## config.mk

```make
export PLATFORM = sky130hd
export DESIGN_NAME = qbsp_udiv
export DESIGN_NICKNAME = d
export VERILOG_FILES = /design/src/rtl/core/qbsp_udiv.sv
export SDC_FILE = /design/constraint.sdc
export NUM_CORES = 2
export LEC_CHECK = 0
export BUFFER_PORTS_ARGS = -buffer_cell sky130_fd_sc_hd__buf_4
export CAP_MARGIN = 20
export CORE_MARGIN = 2
export CORE_UTILIZATION = 65
export CTS_CLUSTER_DIAMETER = 200
export DETAILED_ROUTE_END_ITERATION = 8
export GPL_TIMING_DRIVEN = 0
export PLACE_DENSITY = 0.82
export SETUP_SLACK_MARGIN = 0.5
export SLEW_MARGIN = 20
export SYNTH_ARGS = -nofsm -noshare
export SYNTH_HDL_FRONTEND = slang
export SYNTH_SLANG_ARGS = --single-unit
```

## constraint.sdc

```tcl
create_clock -name i_clk -period 11.35 [get_ports i_clk]
set_input_delay 0.5675 -clock i_clk [delete_from_list [all_inputs] [get_ports i_clk]]
set_output_delay 0.5675 -clock i_clk [all_outputs]
set_load 0.03 [all_outputs]
```

## src/rtl/core/qbsp_udiv.sv

```systemverilog
`timescale 1ns / 1ps

// The divisor must hold steady while any dividend is in flight.
module qbsp_udiv #(
    parameter int NUM_W = 33,
    parameter int DEN_W = 17
) (
    input  logic             i_clk,
    input  logic [NUM_W-1:0] i_num,
    input  logic [DEN_W-1:0] i_den,
    output logic [NUM_W-1:0] o_quo
);

    logic [DEN_W-1:0] r_rem [NUM_W];
    logic [NUM_W-1:0] r_num [NUM_W];

    for (genvar k = 0; k < NUM_W; k++) begin : g_stage
        logic [DEN_W-1:0] w_rem_in;
        logic [NUM_W-1:0] w_num_in;
        logic [DEN_W:0]   w_try;
        logic [DEN_W-1:0] n_rem;
        logic [NUM_W-1:0] n_num;

        if (k == 0) begin : g_first
            assign w_rem_in = '0;
            assign w_num_in = i_num;
        end else begin : g_next
            assign w_rem_in = r_rem[k-1];
            assign w_num_in = r_num[k-1];
        end

        always_comb begin
            w_try = {w_rem_in, w_num_in[NUM_W-1]};
            if (w_try >= {1'b0, i_den}) begin
                n_rem = DEN_W'(w_try - {1'b0, i_den});
                n_num = {w_num_in[NUM_W-2:0], 1'b1};
            end else begin
                n_rem = w_try[DEN_W-1:0];
                n_num = {w_num_in[NUM_W-2:0], 1'b0};
            end
        end

        always_ff @(posedge i_clk) begin
            r_rem[k] <= n_rem;
            r_num[k] <= n_num;
        end
    end

    assign o_quo = r_num[NUM_W-1];

endmodule

```

==> results.md <==
* Outcome: completed
* Cell area after synthesis at 0.0625 mm2
* Post-Place Setup Slack at 6620 ps
* Share of flip-flops with an asynchronous set or reset after synthesis at 0%
* Sequential fraction of design power at 37.5%
* CP arrival at 4700 ps
* Syn. warnings at 0
* Element type at the critical path end: register
* Resized Gates After CTS at 0
* Post-synthesis net count at between 6000 and 7000
* Relative max-transition margin at 33.2%
* Max-capacitance violation count at 0
* Maximum number of pins on one net before global-route repair at 34
* Mean instance size in the synthesized netlist at 10.7 um2
* Clock network latency to the later pin of the worst-skew pair at 770 ps
* Number of remaining DRC errors at 0
* Number of levels in the clock H-tree at 4
* WHS at 119 ps
* Portion of the post-synthesis area used by sequential elements at 52.3%
* Net switching power figure at just under 7 mW
* Final setup violation count at 0
* Total count of hold-check failures in the final report at 0
* Diodes inserted at 0
* Required time of the critical path at 11980 ps
* Final routed wire length divided by cell count at 17.6 um
* Number of filler cells placed in the layout at around 6400
* Layout Area Growth over Synthesis at 13.3%
* Setup Skew at ~24 ps
* Placed wire-length estimate at 88.1 mm
* Remaining global-route overflow at 0
* Endpoint of the most critical setup path: r_rem[0][133]
* Path category of the worst min-delay check: in2reg
* Top-area cell type share of the netlist area at 52.3%
* Unrepaired setup endpoints after global routing: false
* Number of synthesized flops with an enable pin at 0
* Depth of the worst register-to-register path at 11
* Capture instance of the worst register-to-register path: r_rem[0][18]
* Die Height at 314 um
* Cells traversed along the worst timing path: clkbuf_1 > inv_6 > buf_16 > fa_1 > a211oi_1 > o21bai_1 > a21oi_2 > o21ai_0 > and3_1 > o311ai_1 > a31o_2 > buf_2 > buf_4 > mux2_2
* PnR worst setup slack at about 7300 ps
* Via count at 43500
* Nets at approximately 6800
* Routed Antenna Nets at 0
* Int Power at 13.4 mW
* Largest area contributor in the synthesized netlist: sky130_fd_sc_hd__dfxtp_1
* Placement row count at 113
* Peak VDD IR at 0.173 mV
* Worst path max stage delay at between 500 and 600 ps
* Startpoint-to-endpoint class of the critical path: in2reg
* Final min period at roughly 4000 ps
* Netlist cell types at 88
* Setup slack of the worst register-to-register path at slightly below 8000 ps
* Clock power share at between 20% and 30%
* Final TNS setup at 0 ps
* Clock Pin Slew Worst Setup and Hold Paths at 60 ps
* CP startpoint kind: primary input
* Total routing usage reported by global routing at 26.7%
* Synth Flop Type: sky130_fd_sc_hd__dfxtp_1
* Part of the cycle the worst path needs at between 30% and 40%
* Hold Buf Count CTS at 32
* Switching share of power at 33.6%
* Detailed router's first-iteration violation count at 3241
* Synth Instances at 5851
* Initial standard-cell utilization of the core at around two thirds
* Root buffer selected by CTS: sky130_fd_sc_hd__clkbuf_16
* Initial antenna violation count at 0
* Vias in the first global route at 43500
* Core Box Area at around 0.095 mm2
* First-pass GRT wire length at 214 mm
* Count of clock tree sinks at 1633
* Clock buffers created by TritonCTS at 153
* Startpoint of the most critical register-to-register path: r_num[0][32]
* Total of flip-flops plus latches after synthesis at 1633
* Top post-synthesis cells by area: sky130_fd_sc_hd__dfxtp_1 52%, sky130_fd_sc_hd__ha_1 11%, sky130_fd_sc_hd__xnor2_1 3.7%, sky130_fd_sc_hd__mux2_2 3.6%, sky130_fd_sc_hd__o21ai_0 3.4%
* PwrDens at 286 mW/mm2
* Routability congestion estimate from global placement at slightly below 0.9
* Detailed-route wire length at 132 mm
* Number of top-level design ports at 84
* Post-CTS setup buffer count at 0
* Ratio of cells with drive above 1 in the final layout at approximately a tenth
* Total die area at 0.0987 mm2
* Largest buffer count on any clock path at 3
* Maximum clock rate at roughly 0.25 GHz
* CTS tree: yes
* Maximum fanout along the worst path at 33
* Actual transition at the worst max-transition pin at 999 ps
* Comb power frac at 36.2%
* Crit path launch: i_den[1]
* Vias per inst at roughly 5.8
* Total leakage power at 31.0 nW
* Detailed Routing Iterations Pass 1 at 6
* IO buf count at 82
* Slowest cell on the critical path: sky130_fd_sc_hd__fa_1
* Chip Width at 314 um
* Number of max-slew violations in the final report at 0
==> power by group through the flow <==
stage	clock, mW	sequential [mW]	combinational [mW]
2_1_floorplan	0	7.55	5.59
3_3_place_gp	0	7.66	6.89
3_5_place_dp	0	7.70	7.10
4_1_cts	5.43	7.59	7.23
5_1_grt	5.66	7.70	8.10
6_report	5.33	7.60	7.33
==> critical path: cells and delay by family <==
family | cells | cell delay (ps)
AOI/OAI and AO/OA | 6 | 1380
adders and majority gates | 1 | 520
muxes | 1 | 360
buffers and inverters | 5 | 1590
and+or+nand+nor | 1 | 230
==> through the flow <==
step	std cells	utilization [%]	total power [mW]	instance area [um2]
CTS	7517	74.4	20.3	70800
floorplan	5851	-	13.1	62500
global route	7517	74.4	21.5	70800
detailed placement	7212	68.5	14.8	65100
finish	7517	74.4	20.3	70800
global placement	7198	68.0	14.6	64700
==> flip-flops by register name, summed over array words and instances, names as in the netlist <==
name,cells
r_num,1089
r_rem,544
==> Yosys cell counts (all sizes together) (29+ instances only) <==
cell type,count
ha,546
o21ai,439
a211oi,55
and3,29
nor3,80
a21o,173
o211ai,29
dfxtp,1633
clkbuf,67
mux2,211
nor2,300
a21oi,423
xor2,156
inv,193
o31a,32
o31ai,36
xnor2,262
nand2,432
nand3,78
nand4,66
o21bai,56
buf,29
nor2b,38
o21a,60
nand2b,73
a31oi,61
fa,31
==> layout by cell type, fill, tap and decap left out, types with 155 or more instances in the layout <==
master / count
sky130_fd_sc_hd__dfxtp_1: 1633
sky130_fd_sc_hd__ha_1: 546
sky130_fd_sc_hd__nand2_1: 432
sky130_fd_sc_hd__o21ai_0: 422
sky130_fd_sc_hd__a21oi_1: 417
sky130_fd_sc_hd__nor2_1: 300
sky130_fd_sc_hd__xnor2_1: 262
sky130_fd_sc_hd__mux2_2: 202
sky130_fd_sc_hd__inv_1: 177
sky130_fd_sc_hd__a21o_1: 173
sky130_fd_sc_hd__xor2_1: 156
sky130_fd_sc_hd__clkbuf_16: 155
==> metal layers <==
metal | up-vias | wire length [um] | GRT usage, %
met4 | 0 | 5300 | 12.1
met5 | - | 0 | 0
met2 | 1454 | 61700 | 44.9
met1 | 20300 | 57000 | 33.5
li1 | 21400 | - | -
met3 | 404 | 8310 | 4.70
==> layout make-up <==
type | instances | area, um2 | area share (%)
buffer | 96 | 435 | 0.615
clock inverter | 66 | 1030 | 1.46
tap | 1265 | 1580 | 2.23
sequential | 1633 | 32700 | 46.2
timing repair buffer | 128 | 1310 | 1.85
clock buffer | 207 | 4340 | 6.13
inverter | 193 | 767 | 1.08
multi-input combinational | 3929 | 28700 | 40.5
==> logic make-up after synthesis <==
group,share of synthesized area [%]
flops,52.3
xor+xnor,5.86
buf+inv,1.86
compound gates,15.0
simple gates,8.94
fa+ha+maj,11.9
mux,4.16
==> how the worst min path moves through the flow <==
stage                       start             end  slack (ps)  depth (start not counted)
floorplan           r_num[0][966]  r_num[0][1000]         310                          0
global placement    r_num[0][513]   r_num[0][547]         310                          0
detailed placement  r_num[0][975]  r_num[0][1009]         310                          0
CTS                     i_num[32]     r_rem[0][0]          70                          3
global route            i_num[32]     r_rem[0][0]         110                          3
finish                  i_num[32]     r_rem[0][0]         120                          3
(Power assumes the default switching activity.)
